--- src/rtl/coap_pkg.sv ---
// ----------------------------------------------------------------------------
// coap_pkg
// Shared types and constants for the CoAP message parser.
// ----------------------------------------------------------------------------
package coap_pkg;

  localparam int LEN_W      = 10;
  localparam int CFG_IDX_W  = 1;
  localparam int CFG_DATA_W = 10;

  localparam logic [CFG_IDX_W-1:0] CFG_IDX_MAX_OPTIONS = 1'b0;
  localparam logic [CFG_IDX_W-1:0] CFG_IDX_MAX_MSG_LEN = 1'b1;

  localparam logic [7:0]       MAX_OPTIONS_RST = 8'd10;
  localparam logic [LEN_W-1:0] MAX_MSG_LEN_RST = 10'd159;

  localparam int FIFO_DEPTH = 4;
  localparam int PTR_W      = 2;
  localparam int CNT_W      = 3;

  localparam logic [2:0] KIND_HEADER    = 3'd0;
  localparam logic [2:0] KIND_TOKEN     = 3'd1;
  localparam logic [2:0] KIND_OPT_HEAD  = 3'd2;
  localparam logic [2:0] KIND_OPT_BYTE  = 3'd3;
  localparam logic [2:0] KIND_PAYLOAD   = 3'd4;
  localparam logic [2:0] KIND_ACCEPTED  = 3'd5;
  localparam logic [2:0] KIND_DROPPED   = 3'd6;
  localparam logic [2:0] KIND_MALFORMED = 3'd7;

  typedef struct packed {
    logic [2:0]       kind;
    logic             last_of_run;
    logic [1:0]       msg_type;
    logic [3:0]       token_len;
    logic [7:0]       code;
    logic [15:0]      message_id;
    logic [15:0]      option_number;
    logic [LEN_W-1:0] option_length;
    logic [7:0]       data_out;
  } result_t;

  typedef struct packed {
    logic [1:0] n;
    result_t    r0;
    result_t    r1;
  } push_t;

endpackage

--- src/rtl/coap_parse_core.sv ---
// ----------------------------------------------------------------------------
// coap_parse_core
// Per-byte parse state machine; produces up to two result beats per byte.
// ----------------------------------------------------------------------------
module coap_parse_core (
  input  logic                           clk,
  input  logic                           rst_n,
  input  logic                           en,
  input  logic [7:0]                     in_data,
  input  logic                           in_last,
  input  logic                           cfg_we,
  input  logic [coap_pkg::CFG_IDX_W-1:0]  cfg_index,
  input  logic [coap_pkg::CFG_DATA_W-1:0] cfg_data,
  output coap_pkg::push_t                push
);

  localparam logic [3:0] PH_HDR     = 4'd0;
  localparam logic [3:0] PH_TOKEN   = 4'd1;
  localparam logic [3:0] PH_OPT     = 4'd2;
  localparam logic [3:0] PH_DEXT1   = 4'd3;
  localparam logic [3:0] PH_DEXT2A  = 4'd4;
  localparam logic [3:0] PH_DEXT2B  = 4'd5;
  localparam logic [3:0] PH_LEXT1   = 4'd6;
  localparam logic [3:0] PH_LEXT2A  = 4'd7;
  localparam logic [3:0] PH_LEXT2B  = 4'd8;
  localparam logic [3:0] PH_VALUE   = 4'd9;
  localparam logic [3:0] PH_PAYLOAD = 4'd10;
  localparam logic [3:0] PH_IGNORE  = 4'd11;

  localparam logic [1:0] OUT_GOOD      = 2'd0;
  localparam logic [1:0] OUT_DROPPED   = 2'd1;
  localparam logic [1:0] OUT_MALFORMED = 2'd2;

  localparam int LW = coap_pkg::LEN_W;

  logic [7:0]    max_opts_r;
  logic [LW-1:0] max_len_r;

  logic [3:0]    phase_r,      phase_nxt;
  logic [LW-1:0] byte_count_r, byte_count_nxt;
  logic [31:0]   header_r,     header_nxt;
  logic [LW-1:0] bytes_left_r, bytes_left_nxt;
  logic [15:0]   run_num_r,    run_num_nxt;
  logic [3:0]    len_nib_r,    len_nib_nxt;
  logic [7:0]    ext_hi_r,     ext_hi_nxt;
  logic [LW-1:0] opt_len_r,    opt_len_nxt;
  logic [7:0]    opt_count_r,  opt_count_nxt;
  logic [1:0]    outcome_r,    outcome_nxt;

  always_comb begin
    logic              consumed;
    logic [LW-1:0]     cnt_new;
    logic [LW-1:0]     room;
    logic [31:0]       hdr_new;
    logic [16:0]       delta;
    logic [16:0]       len_full;
    logic [15:0]       run_sum;
    logic [3:0]        nib;
    logic              do_delta;
    logic              do_head;
    logic              emit;
    coap_pkg::result_t emit_res;
    coap_pkg::result_t verdict_res;

    phase_nxt      = phase_r;
    byte_count_nxt = byte_count_r;
    header_nxt     = header_r;
    bytes_left_nxt = bytes_left_r;
    run_num_nxt    = run_num_r;
    len_nib_nxt    = len_nib_r;
    ext_hi_nxt     = ext_hi_r;
    opt_len_nxt    = opt_len_r;
    opt_count_nxt  = opt_count_r;
    outcome_nxt    = outcome_r;

    consumed = en && (byte_count_r < max_len_r);
    cnt_new  = byte_count_r + 1'b1;
    room     = max_len_r - cnt_new;
    hdr_new  = {header_r[23:0], in_data};
    delta    = '0;
    len_full = '0;
    nib      = len_nib_r;
    do_delta = 1'b0;
    do_head  = 1'b0;
    emit     = 1'b0;
    emit_res = '0;

    if (consumed) begin
      byte_count_nxt = cnt_new;
      unique case (phase_r)
        PH_HDR: begin
          header_nxt = hdr_new;
          if (byte_count_r == 10'd3) begin
            if (hdr_new[31:30] != 2'd1 || hdr_new[27:24] > 4'd8) begin
              outcome_nxt = OUT_DROPPED;
              phase_nxt   = PH_IGNORE;
            end else begin
              bytes_left_nxt     = {6'd0, hdr_new[27:24]};
              phase_nxt          = (hdr_new[27:24] != 4'd0) ? PH_TOKEN : PH_OPT;
              emit               = 1'b1;
              emit_res.kind      = coap_pkg::KIND_HEADER;
              emit_res.msg_type  = hdr_new[29:28];
              emit_res.token_len = hdr_new[27:24];
              emit_res.code      = hdr_new[23:16];
              emit_res.message_id = hdr_new[15:0];
            end
          end
        end
        PH_TOKEN: begin
          bytes_left_nxt = bytes_left_r - 1'b1;
          if (bytes_left_nxt == '0) phase_nxt = PH_OPT;
          emit              = 1'b1;
          emit_res.kind     = coap_pkg::KIND_TOKEN;
          emit_res.data_out = in_data;
        end
        PH_OPT: begin
          if (in_data == 8'hFF) begin
            phase_nxt = PH_PAYLOAD;
          end else if (opt_count_r >= max_opts_r) begin
            phase_nxt = PH_IGNORE;
          end else if (in_data[7:4] == 4'd15 || in_data[3:0] == 4'd15) begin
            outcome_nxt = OUT_MALFORMED;
            phase_nxt   = PH_IGNORE;
          end else begin
            len_nib_nxt = in_data[3:0];
            nib         = in_data[3:0];
            if (in_data[7:4] == 4'd13) begin
              phase_nxt = PH_DEXT1;
            end else if (in_data[7:4] == 4'd14) begin
              phase_nxt = PH_DEXT2A;
            end else begin
              do_delta = 1'b1;
              delta    = {13'd0, in_data[7:4]};
            end
          end
        end
        PH_DEXT1: begin
          do_delta = 1'b1;
          delta    = {9'd0, in_data} + 17'd13;
        end
        PH_DEXT2A: begin
          ext_hi_nxt = in_data;
          phase_nxt  = PH_DEXT2B;
        end
        PH_DEXT2B: begin
          do_delta = 1'b1;
          delta    = {1'b0, ext_hi_r, in_data} + 17'd269;
        end
        PH_LEXT1: begin
          do_head  = 1'b1;
          len_full = {9'd0, in_data} + 17'd13;
        end
        PH_LEXT2A: begin
          ext_hi_nxt = in_data;
          phase_nxt  = PH_LEXT2B;
        end
        PH_LEXT2B: begin
          do_head  = 1'b1;
          len_full = {1'b0, ext_hi_r, in_data} + 17'd269;
        end
        PH_VALUE: begin
          bytes_left_nxt = bytes_left_r - 1'b1;
          if (bytes_left_nxt == '0) phase_nxt = PH_OPT;
          emit                   = 1'b1;
          emit_res.kind          = coap_pkg::KIND_OPT_BYTE;
          emit_res.option_number = run_num_r;
          emit_res.option_length = opt_len_r;
          emit_res.data_out      = in_data;
        end
        PH_PAYLOAD: begin
          emit              = 1'b1;
          emit_res.kind     = coap_pkg::KIND_PAYLOAD;
          emit_res.data_out = in_data;
        end
        default: ;
      endcase

      run_sum = run_num_r + delta[15:0];
      if (do_delta) begin
        run_num_nxt = run_sum;
        if (nib == 4'd13) begin
          phase_nxt = PH_LEXT1;
        end else if (nib == 4'd14) begin
          phase_nxt = PH_LEXT2A;
        end else begin
          do_head  = 1'b1;
          len_full = {13'd0, nib};
        end
      end

      if (do_head) begin
        if (len_full > {7'd0, room}) begin
          outcome_nxt = OUT_MALFORMED;
          phase_nxt   = PH_IGNORE;
        end else begin
          opt_len_nxt            = len_full[LW-1:0];
          bytes_left_nxt         = len_full[LW-1:0];
          opt_count_nxt          = opt_count_r + 1'b1;
          phase_nxt              = (len_full == '0) ? PH_OPT : PH_VALUE;
          emit                   = 1'b1;
          emit_res.kind          = coap_pkg::KIND_OPT_HEAD;
          emit_res.option_number = run_num_nxt;
          emit_res.option_length = len_full[LW-1:0];
        end
      end
    end else begin
      run_sum = run_num_r;
    end

    verdict_res             = '0;
    verdict_res.last_of_run = 1'b1;
    if (outcome_nxt == OUT_DROPPED) begin
      verdict_res.kind = coap_pkg::KIND_DROPPED;
    end else if (outcome_nxt != OUT_GOOD) begin
      verdict_res.kind = coap_pkg::KIND_MALFORMED;
    end else if (phase_nxt == PH_HDR) begin
      verdict_res.kind = coap_pkg::KIND_DROPPED;
    end else if (phase_nxt == PH_OPT || phase_nxt == PH_PAYLOAD ||
                 phase_nxt == PH_IGNORE) begin
      verdict_res.kind = coap_pkg::KIND_ACCEPTED;
    end else begin
      verdict_res.kind = coap_pkg::KIND_MALFORMED;
    end

    push = '0;
    if (emit) begin
      push.r0             = emit_res;
      push.r0.last_of_run = ~in_last;
      push.n              = 2'd1;
      if (in_last) begin
        push.r1 = verdict_res;
        push.n  = 2'd2;
      end
    end else if (en && in_last) begin
      push.r0 = verdict_res;
      push.n  = 2'd1;
    end

    if (en && in_last) begin
      phase_nxt      = PH_HDR;
      byte_count_nxt = '0;
      header_nxt     = '0;
      bytes_left_nxt = '0;
      run_num_nxt    = '0;
      len_nib_nxt    = '0;
      ext_hi_nxt     = '0;
      opt_len_nxt    = '0;
      opt_count_nxt  = '0;
      outcome_nxt    = OUT_GOOD;
    end
  end

  always_ff @(posedge clk) begin
    if (!rst_n) begin
      max_opts_r   <= coap_pkg::MAX_OPTIONS_RST;
      max_len_r    <= coap_pkg::MAX_MSG_LEN_RST;
      phase_r      <= PH_HDR;
      byte_count_r <= '0;
      header_r     <= '0;
      bytes_left_r <= '0;
      run_num_r    <= '0;
      len_nib_r    <= '0;
      ext_hi_r     <= '0;
      opt_len_r    <= '0;
      opt_count_r  <= '0;
      outcome_r    <= OUT_GOOD;
    end else begin
      if (cfg_we) begin
        if (cfg_index == coap_pkg::CFG_IDX_MAX_OPTIONS) max_opts_r <= cfg_data[7:0];
        if (cfg_index == coap_pkg::CFG_IDX_MAX_MSG_LEN) max_len_r  <= cfg_data[LW-1:0];
      end
      phase_r      <= phase_nxt;
      byte_count_r <= byte_count_nxt;
      header_r     <= header_nxt;
      bytes_left_r <= bytes_left_nxt;
      run_num_r    <= run_num_nxt;
      len_nib_r    <= len_nib_nxt;
      ext_hi_r     <= ext_hi_nxt;
      opt_len_r    <= opt_len_nxt;
      opt_count_r  <= opt_count_nxt;
      outcome_r    <= outcome_nxt;
    end
  end

  a_two_only_on_last: assert property (@(posedge clk) disable iff (!rst_n)
    (en && !in_last) |-> (push.n != 2'd2))
    else $error("two result beats from a byte that is not last");

  a_clear_after_last: assert property (@(posedge clk) disable iff (!rst_n)
    (en && in_last) |=> (phase_r == PH_HDR && byte_count_r == '0 && outcome_r == OUT_GOOD))
    else $error("message state not cleared after last byte");

  a_fail_parks: assert property (@(posedge clk) disable iff (!rst_n)
    (outcome_r != OUT_GOOD) |-> (phase_r == PH_IGNORE))
    else $error("failed message not parked in ignore phase");

endmodule

--- src/rtl/coap_result_fifo.sv ---
// ----------------------------------------------------------------------------
// coap_result_fifo
// Small result queue: takes up to two beats per cycle, drains one while out_ready is high.
// ----------------------------------------------------------------------------
module coap_result_fifo (
  input  logic                        clk,
  input  logic                        rst_n,
  input  coap_pkg::push_t             push,
  output logic                        room,
  output logic                        out_valid,
  input  logic                        out_ready,
  output coap_pkg::result_t           out_res
);

  coap_pkg::result_t mem_r [coap_pkg::FIFO_DEPTH];

  logic [coap_pkg::PTR_W-1:0] wr_ptr_r, wr_ptr_nxt;
  logic [coap_pkg::PTR_W-1:0] rd_ptr_r, rd_ptr_nxt;
  logic [coap_pkg::CNT_W-1:0] count_r,  count_nxt;
  logic [coap_pkg::PTR_W-1:0] wr_ptr_p1;
  logic                       pop;

  assign out_valid = (count_r != '0);
  assign out_res   = mem_r[rd_ptr_r];
  assign pop       = out_valid & out_ready;
  assign room      = (count_r <= coap_pkg::CNT_W'(coap_pkg::FIFO_DEPTH - 2));
  assign wr_ptr_p1 = wr_ptr_r + 1'b1;

  always_comb begin
    wr_ptr_nxt = wr_ptr_r + coap_pkg::PTR_W'(push.n);
    rd_ptr_nxt = rd_ptr_r + coap_pkg::PTR_W'(pop);
    count_nxt  = count_r + coap_pkg::CNT_W'(push.n) - coap_pkg::CNT_W'(pop);
  end

  always_ff @(posedge clk) begin
    if (push.n != 2'd0) mem_r[wr_ptr_r]  <= push.r0;
    if (push.n == 2'd2) mem_r[wr_ptr_p1] <= push.r1;
  end

  always_ff @(posedge clk) begin
    if (!rst_n) begin
      wr_ptr_r <= '0;
      rd_ptr_r <= '0;
      count_r  <= '0;
    end else begin
      wr_ptr_r <= wr_ptr_nxt;
      rd_ptr_r <= rd_ptr_nxt;
      count_r  <= count_nxt;
    end
  end

endmodule

--- src/rtl/coap_message_parser.sv ---
// ----------------------------------------------------------------------------
// coap_message_parser
// CoAP datagram parser: one byte per beat in, header/token/option/payload
// and end-of-message result beats out.
// ----------------------------------------------------------------------------
// Path: each input beat goes through the input register, then the parse
//   step writes its results into the result queue.
// Throughput: one byte per cycle while out_ready is high and each byte yields
//   at most one result; the last byte of a datagram can yield two, drained one per cycle.
// Reset: synchronous, active low; parse state clears, max_options = 10,
//   max_message_len = 159.
// ----------------------------------------------------------------------------
module coap_message_parser (
  input  logic                            clk,
  input  logic                            rst_n,
  input  logic                            in_valid,
  output logic                            in_ready,
  input  logic [7:0]                      in_data_byte,
  input  logic                            in_last_byte,
  output logic                            out_valid,
  input  logic                            out_ready,
  output logic [2:0]                      out_kind,
  output logic                            out_last_of_run,
  output logic [1:0]                      out_msg_type,
  output logic [3:0]                      out_token_len,
  output logic [7:0]                      out_code,
  output logic [15:0]                     out_message_id,
  output logic [15:0]                     out_option_number,
  output logic [coap_pkg::LEN_W-1:0]      out_option_length,
  output logic [7:0]                      out_data_out,
  input  logic                            cfg_we,
  input  logic [coap_pkg::CFG_IDX_W-1:0]  cfg_index,
  input  logic [coap_pkg::CFG_DATA_W-1:0] cfg_data
);

  logic              s1_valid_r;
  logic [7:0]        s1_data_r;
  logic              s1_last_r;
  logic              room;
  logic              s1_go;
  coap_pkg::push_t   push;
  coap_pkg::result_t out_res;

  assign s1_go    = s1_valid_r & room;
  assign in_ready = ~s1_valid_r | room;

  always_ff @(posedge clk) begin
    if (!rst_n) begin
      s1_valid_r <= 1'b0;
    end else if (in_ready) begin
      s1_valid_r <= in_valid;
    end
  end

  always_ff @(posedge clk) begin
    if (in_valid && in_ready) begin
      s1_data_r <= in_data_byte;
      s1_last_r <= in_last_byte;
    end
  end

  coap_parse_core u_core (
    .clk       (clk),
    .rst_n     (rst_n),
    .en        (s1_go),
    .in_data   (s1_data_r),
    .in_last   (s1_last_r),
    .cfg_we    (cfg_we),
    .cfg_index (cfg_index),
    .cfg_data  (cfg_data),
    .push      (push)
  );

  coap_result_fifo u_fifo (
    .clk       (clk),
    .rst_n     (rst_n),
    .push      (push),
    .room      (room),
    .out_valid (out_valid),
    .out_ready (out_ready),
    .out_res   (out_res)
  );

  assign out_kind          = out_res.kind;
  assign out_last_of_run   = out_res.last_of_run;
  assign out_msg_type      = out_res.msg_type;
  assign out_token_len     = out_res.token_len;
  assign out_code          = out_res.code;
  assign out_message_id    = out_res.message_id;
  assign out_option_number = out_res.option_number;
  assign out_option_length = out_res.option_length;
  assign out_data_out      = out_res.data_out;

endmodule

--- config.mk ---
export PLATFORM = sky130hd
export DESIGN_NAME = coap_message_parser
export DESIGN_NICKNAME = d
export VERILOG_FILES = /design/src/rtl/coap_pkg.sv /design/src/rtl/coap_parse_core.sv /design/src/rtl/coap_result_fifo.sv /design/src/rtl/coap_message_parser.sv
export SDC_FILE = /design/constraint.sdc
export NUM_CORES = 1
export LEC_CHECK = 0
export BUFFER_PORTS_ARGS = -buffer_cell sky130_fd_sc_hd__buf_2
export CELL_PAD_IN_SITES_DETAIL_PLACEMENT = 0
export CELL_PAD_IN_SITES_GLOBAL_PLACEMENT = 1
export CORE_ASPECT_RATIO = 1.25
export CORE_MARGIN = 2
export CORE_UTILIZATION = 40
export CTS_CLUSTER_SIZE = 40
export DETAILED_ROUTE_END_ITERATION = 10
export MAX_ROUTING_LAYER = met4
export PLACE_DENSITY_LB_ADDON = 0.1
export SLEW_MARGIN = 15
export SYNTH_ARGS = -nofsm -noshare
export SYNTH_HDL_FRONTEND = slang
export SYNTH_SLANG_ARGS = --single-unit
--- constraint.sdc ---
create_clock -name clk -period 5.1 [get_ports clk]
set_input_delay 0.255 -clock clk [delete_from_list [all_inputs] [get_ports clk]]
set_output_delay 0.255 -clock clk [all_outputs]
set_load 0.01 [all_outputs]
==> results.yml, run 1 <==
status:
  status: "finished clean"
detailed_routing:
  via_count: 16200
  vias_per_cell: 5.60
  drt_iter0_drc: 926
  routedWlPerCell_um: 21.1
  ant_nets: 0
  firstDrtPassIters: 5
  drc: 0
  routed_wl_um: 60900
placed_design:
  dp_hpwl_um: 42600
  gp_congestion: 0.937
  portBuffers: 94
  placed_cells: 2787
timing:
  worstMarginPinSlew_ps: 1190
  whs_ps: 70.4
  timing.final.crit_share_pct: 96.3
  maxSlewViolCount: 0
  skew_ps: 25.5
  min_period_ps: 4910
  max_slew_margin_pct: 20.1
  rsz0062_at_grt: "yes"
  setup_tns_ps: 0
  hold_violations: 0
  setup_viol: 0
  max_freq_mhz: 204
logic_synthesis:
  avgSynthCellArea_um2: 9.24
  ys_ff_latch: 403
  syn_area_mm2: 0.0192
  syn_inst: 2083
  synth.yosys.seq_area_share_pct: 43.2
  synth_flop_cell: "dfxtp_1"
  synth_edf_count: 25
  syn_nets: 2172
  synth.distinct_cells: 84
  async_flop_share_pct: 0
  yosysWarnings: 0
clocking:
  cts_buffer_depth: 3
  h-tree-depth: 2
  cts_buffers: 44
  clk-insertion-delay-late_ps: 590
  cts_root_buf: "clkbuf_16"
  cts_sinks: 403
  clk_pin_slew_ps: 60
  tritoncts: "yes"
power_and_ir_drop:
  peakVddDrop_uv: 263
  p_per_area_mw_per_mm2: 383
  p_leak_nw: 8.61
layout:
  drive_above_1_share_pct: 19.1
  fin_cells: 2892
  post-route-util_pct: 48.3
  nets: 2309
  syn_to_final_growth_pct: 18.7
grt:
  grt_first_pass_wirelength_um: 93500
  track_usage_pct: 24.6
  use_met2_pct: 42.8
  grt_start_max_net_pins: 76
  overflow: 0
  use_met1_pct: 28.9
  antenna_found_initial: 0
  grt-busiest-layer: "met2"
  grt_pass1_vias: 16100
  use_met3_pct: 3.23
die:
  ios: 95
  die_y_um: 249
  rows: 89
  initial_core_util_pct: 40.7
  core_area_mm2: 0.0473
  die-area_mm2: 0.0499
  dieWidth_um: 200
setup_path:
  rr_startpoint: "u_core.byte_count_r[0]"
  crit_start: "u_core.byte_count_r[0]"
  start_kind: "register"
  endpoint_kind: "register"
  critPathMaxFanout: 4
  cp.required_ps: 5580
  setup.worst_path.class: "register to register"
  reg2reg_slack_ps: 190
  arrival_ps: 5390
hold_path:
  min_path_type: "primary input to register"
  min_from: "cfg_we"
flow_run:
  max_cap_violations: 0
-- registers in the layout (all words and copies together) (netlist names), 10 cells and up --
register             cells
u_core.run_num_r        16
u_core.bytes_left_r     10
u_core.header_r         24
u_fifo.mem_r           272
u_core.opt_len_r        10
u_core.max_len_r        10
u_core.byte_count_r     10
-- per-stage QoR --
stage | setup WS [ps] | instance area (um2) | total power [mW]
3_3_place_gp | 28.2 | 21000 | 5.47
3_5_place_dp | 43.4 | 21000 | 5.48
5_1_grt | -85.1 | 22800 | 9.13
2_1_floorplan | 3.34 | 19300 | 4.75
4_1_cts | 12.7 | 22600 | 8.78
6_report | 189 | 22800 | 8.74
-- area by class of cell --
class                           count  area, um2
Sequential cell                   403       8330
Antenna cell                        1       2.50
Fill cell                        4579      24500
Inverter                           45        169
Multi-Input combinational cell   1494      10400
Tap cell                          637        797
Clock inverter                     22        226
Timing Repair Buffer              232       1700
Clock buffer                       58       1240
-- synthesized netlist by cell type, types with 6 or more instances --
library cell	number	area share, %
nand3_1	73	1.9
ha_1	61	4.0
mux2i_1	13	0.68
edfxtp_1	25	3.9
nand2b_1	17	0.55
a211oi_1	11	0.43
a32o_1	13	0.68
and2_1	14	0.46
o211ai_1	15	0.59
or3_1	12	0.39
o21ai_0	197	5.1
a21oi_1	119	3.1
a31oi_1	12	0.39
a21boi_0	11	0.43
a22oi_1	8	0.31
mux4_2	68	8.0
clkbuf_1	84	1.6
buf_1	12	0.23
a21o_1	16	0.62
o21a_1	7	0.27
nor2_1	124	2.4
and3_1	9	0.29
o21ai_1	6	0.16
nand4_1	10	0.33
nor3_1	30	0.78
buf_6	7	0.41
a22o_1	100	4.6
xor2_1	29	1.3
buf_2	34	0.88
dfxtp_1	378	39
nor4_1	7	0.23
nand2_1	360	7.0
or4_1	6	0.23
inv_1	45	0.88
nor2b_1	13	0.42
xnor2_1	42	1.9
-- per-layer routing --
| metal | routed length (um) | vias up |
|---|---|---|
| li1 | - | 7776 |
| met4 | 2160 | 0 |
| met2 | 30900 | 380 |
| met3 | 2660 | 115 |
| met1 | 25200 | 7924 |
| met5 | 0 | - |
-- final timing paths --
check | end | depth (start not counted)
setup / recovery | u_fifo.count_r[2] | 27
hold / removal | u_core.max_len_r[5] | 4
setup reg to reg | u_fifo.count_r[2] | 27
hold reg to reg | u_fifo.mem_r[2][28] | 2
-- cell usage in the layout (no fill, tap or decap), types with 46 or more instances in the layout --
cell       synthesis  final
a21oi_1          119    117
mux4_2            68     68
buf_2             34     94
clkbuf_16          0     46
nand2_1          360    359
buf_4              4    106
a22o_1           100    100
ha_1              61     58
nand3_1           73     73
nor2_1           124    116
dfxtp_1          378    374
o21ai_0          197    188
-- kinds of logic after synthesis --
group           share of synthesized area, %
flops                                   43.2
xor+xnor                                3.23
fa+ha+maj                               4.28
compound gates                          20.0
mux                                     8.69
buf+inv                                 4.20
simple gates                            16.4
-- report_power, final --
group          total, mW  switching, mW  internal [mW]
Clock               3.26           1.38           1.89
Sequential          3.50          0.170           3.33
Combinational       1.97           1.20          0.776
-- worst max-delay path, stage by stage (launching register included) --
cell,delay [ps]
dfxtp_2,340
ha_4,280
inv_1,40
ha_1,270
nor2b_1,130
o21ai_1,110
nand2b_1,90
a21oi_1,140
o21ai_1,100
a21o_1,190
a21o_1,200
xnor2_1,130
ha_1,310
a21o_1,170
a211o_1,280
a31oi_1,180
a21oi_2,90
buf_4,140
a22oi_4,200
a21oi_4,90
nor2_4,120
a21o_1,170
ha_1,170
inv_1,50
fa_1,370
xor2_1,160
xnor2_1,120
and2_1,150
-- repair_timing --
action                                  CTS  global route
endpoints found under the setup margin    0           288
setup buffers                             0             3
gates resized for setup                   0            31
endpoints found under the hold margin    28             0
hold buffers                             20             0
Power figures use the tool's default switching activity.
==> run 2: changes to the inputs <==
--- a/config.mk
+++ b/config.mk
@@ -5,14 +5,15 @@
 export SDC_FILE = /design/constraint.sdc
 export NUM_CORES = 1
 export LEC_CHECK = 0
-export BUFFER_PORTS_ARGS = -buffer_cell sky130_fd_sc_hd__buf_2
 export CELL_PAD_IN_SITES_DETAIL_PLACEMENT = 0
 export CELL_PAD_IN_SITES_GLOBAL_PLACEMENT = 1
 export CORE_ASPECT_RATIO = 1.25
 export CORE_MARGIN = 2
 export CORE_UTILIZATION = 40
+export CTS_CLUSTER_DIAMETER = 60
 export CTS_CLUSTER_SIZE = 40
 export DETAILED_ROUTE_END_ITERATION = 10
+export DONT_BUFFER_PORTS = 1
 export MAX_ROUTING_LAYER = met4
 export PLACE_DENSITY_LB_ADDON = 0.1
 export SLEW_MARGIN = 15
==> results.yml, run 2 (synthesis gave the netlist of run 1 again) <==
status:
  status: "finished clean"
die:
  rows: 89
  die-area_mm2: 0.0499
  initial_core_util_pct: 40.7
  core_area_mm2: 0.0473
  die_y_um: 249
  ios: 95
  dieWidth_um: 200
setup_path:
  worstReg2RegEnd: "u_fifo.count_r[2]"
  arrival_ps: 5370
  reg2regPathDepth: 25
  rr_startpoint: "u_core.max_opts_r[4]"
  endpoint_kind: "register"
  critPathMaxFanout: 3
  start_kind: "register"
  setup.worst_path.class: "register to register"
  reg2reg_slack_ps: 230
  cp.required_ps: 5600
placed_design:
  dpl_worst_slack_ps: -14.4
  dp_hpwl_um: 42800
  placed_cells: 2690
  portBuffers: 0
  gp_congestion: 0.913
grt:
  antenna_found_initial: 0
  track_usage_pct: 24.3
  grt_first_pass_wirelength_um: 92700
  grt_start_max_net_pins: 63
  grt_pass1_vias: 15600
  overflow: 0
detailed_routing:
  drc: 0
  firstDrtPassIters: 5
  via_count: 15800
  routed_wl_um: 60800
  routedWlPerCell_um: 21.8
  ant_nets: 0
  drt_iter0_drc: 860
  vias_per_cell: 5.69
layout:
  multi_input_area_mm2: 0.0105
  fin_cells: 2784
  num_antenna_cells: 0
  final_common_cell: "dfxtp_1"
  mostFrequentLayoutCells: "dfxtp_1 (371), nand2_1 (359), o21ai_0 (191), nor2_1 (116)"
  syn_to_final_growth_pct: 15.7
  nets: 2212
  final-seq-area_mm2: 0.00833
  largest-register: "u_fifo.mem_r"
  fillers: 4613
  drive_above_1_share_pct: 16.3
  largest_reg_flops: 272
  reg_top3: "u_fifo.mem_r: 272 flops, u_core.header_r: 24 flops, u_core.run_num_r: 16 flops"
timing:
  maxSlewViolCount: 0
  worstMarginPinSlew_ps: 1180
  timing.final.crit_share_pct: 95.5
  max_slew_margin_pct: 21.0
  max_freq_mhz: 205
  setup_ws_ps: 228
  skew_ps: 21.5
  setup_tns_ps: 0
  setup_viol: 0
  hold_violations: 0
  min_period_ps: 4870
clocking:
  cts_buffers: 30
  clk_pin_slew_ps: 90
  clk-insertion-delay-late_ps: 610
  cts_buffer_depth: 3
  h-tree-depth: 1
  tritoncts: "yes"
  cts_sinks: 403
  cts_root_buf: "clkbuf_16"
flow_run:
  max_cap_violations: 0
hold_path:
  hold_depth: 3
  hold_end: "u_core.max_opts_r[4]"
  min_path_type: "primary input to register"
  min_from: "cfg_we"
power_and_ir_drop:
  peakVddDrop_uv: 271
  p_leak_nw: 8.00
  p_per_area_mw_per_mm2: 368
-- run 2: changes by cell type in the layout (fill, tap and decap cells not counted), sizes merged, moves of 3 or more --
cell	change
buf	-89
clkbuf	-26
inv	+12
clkinv	-7
dlygate4sd3	+7
bufinv	-3
-- run 2: how the worst max path moves through the flow --
stage	from	endpoint	slack [ps]	depth (start not counted)
floorplan	u_core.byte_count_r[0]	u_fifo.count_r[2]	3	28
global placement	u_core.byte_count_r[0]	u_fifo.count_r[2]	30	27
detailed placement	u_core.byte_count_r[0]	u_fifo.count_r[2]	-10	26
CTS	u_core.byte_count_r[0]	u_fifo.count_r[2]	0.07	26
global route	u_core.byte_count_r[1]	u_fifo.count_r[2]	-30	25
finish	u_core.max_opts_r[4]	u_fifo.count_r[2]	230	25
-- run 2: per-layer routing --
layer | GRT usage (%) | share of wire [%]
met1 | 28.9 | 42
met2 | 41.5 | 50
met3 | 3.01 | 4.3
met4 | 10.4 | 4.3
met5 | - | 0
-- run 2: where the power goes --
group | internal, mW | switching [mW]
Clock | 1.29 | 1.44
Combinational | 0.757 | 1.21
Sequential | 3.33 | 0.165
-- run 2: critical path, cell delays in order (launching register included) --
cell	delay (ps)
dfxtp_2	340
inv_1	40
ha_1	290
a21o_1	190
a221oi_4	280
o211ai_1	170
buf_4	220
o32a_1	320
o32a_1	270
ha_4	300
nand2_1	70
o21ai_2	150
o211ai_1	130
a21oi_2	180
buf_4	130
a22oi_4	80
a21oi_4	200
nor2_4	50
nor2_2	150
a21o_1	140
ha_2	180
inv_2	40
fa_2	390
xor2_2	180
xnor2_1	120
and2_1	150
-- run 2: stage by stage --
step	hold WS, ps	util (%)	area (um2)	total power, mW
floorplan	354	-	19300	4.75
global placement	349	43.2	20500	5.41
detailed placement	354	43.2	20500	5.42
CTS	29.1	46.3	21900	8.17
global route	56.8	47.0	22300	8.55
finish	42.3	47.0	22300	8.18
-- run 2: timing repair --
item / CTS / global route
setup buffers: 0 / 11
gates cloned: 0 / 0
pin swaps: 0 / 45
resized for setup: 2 / 58
endpoints found under the hold margin: 35 / 0
setup endpoints to repair: 1 / 295
hold buffers: 27 / 0
-- run 2: area by class of cell --
class                           instances  area share (%)
Sequential cell                       403            37.4
Clock inverter                         23            1.53
Tap cell                              637            3.58
Clock buffer                           33            3.66
Timing Repair Buffer                  149            5.77
Inverter                               45           0.759
Multi-Input combinational cell       1494            47.3
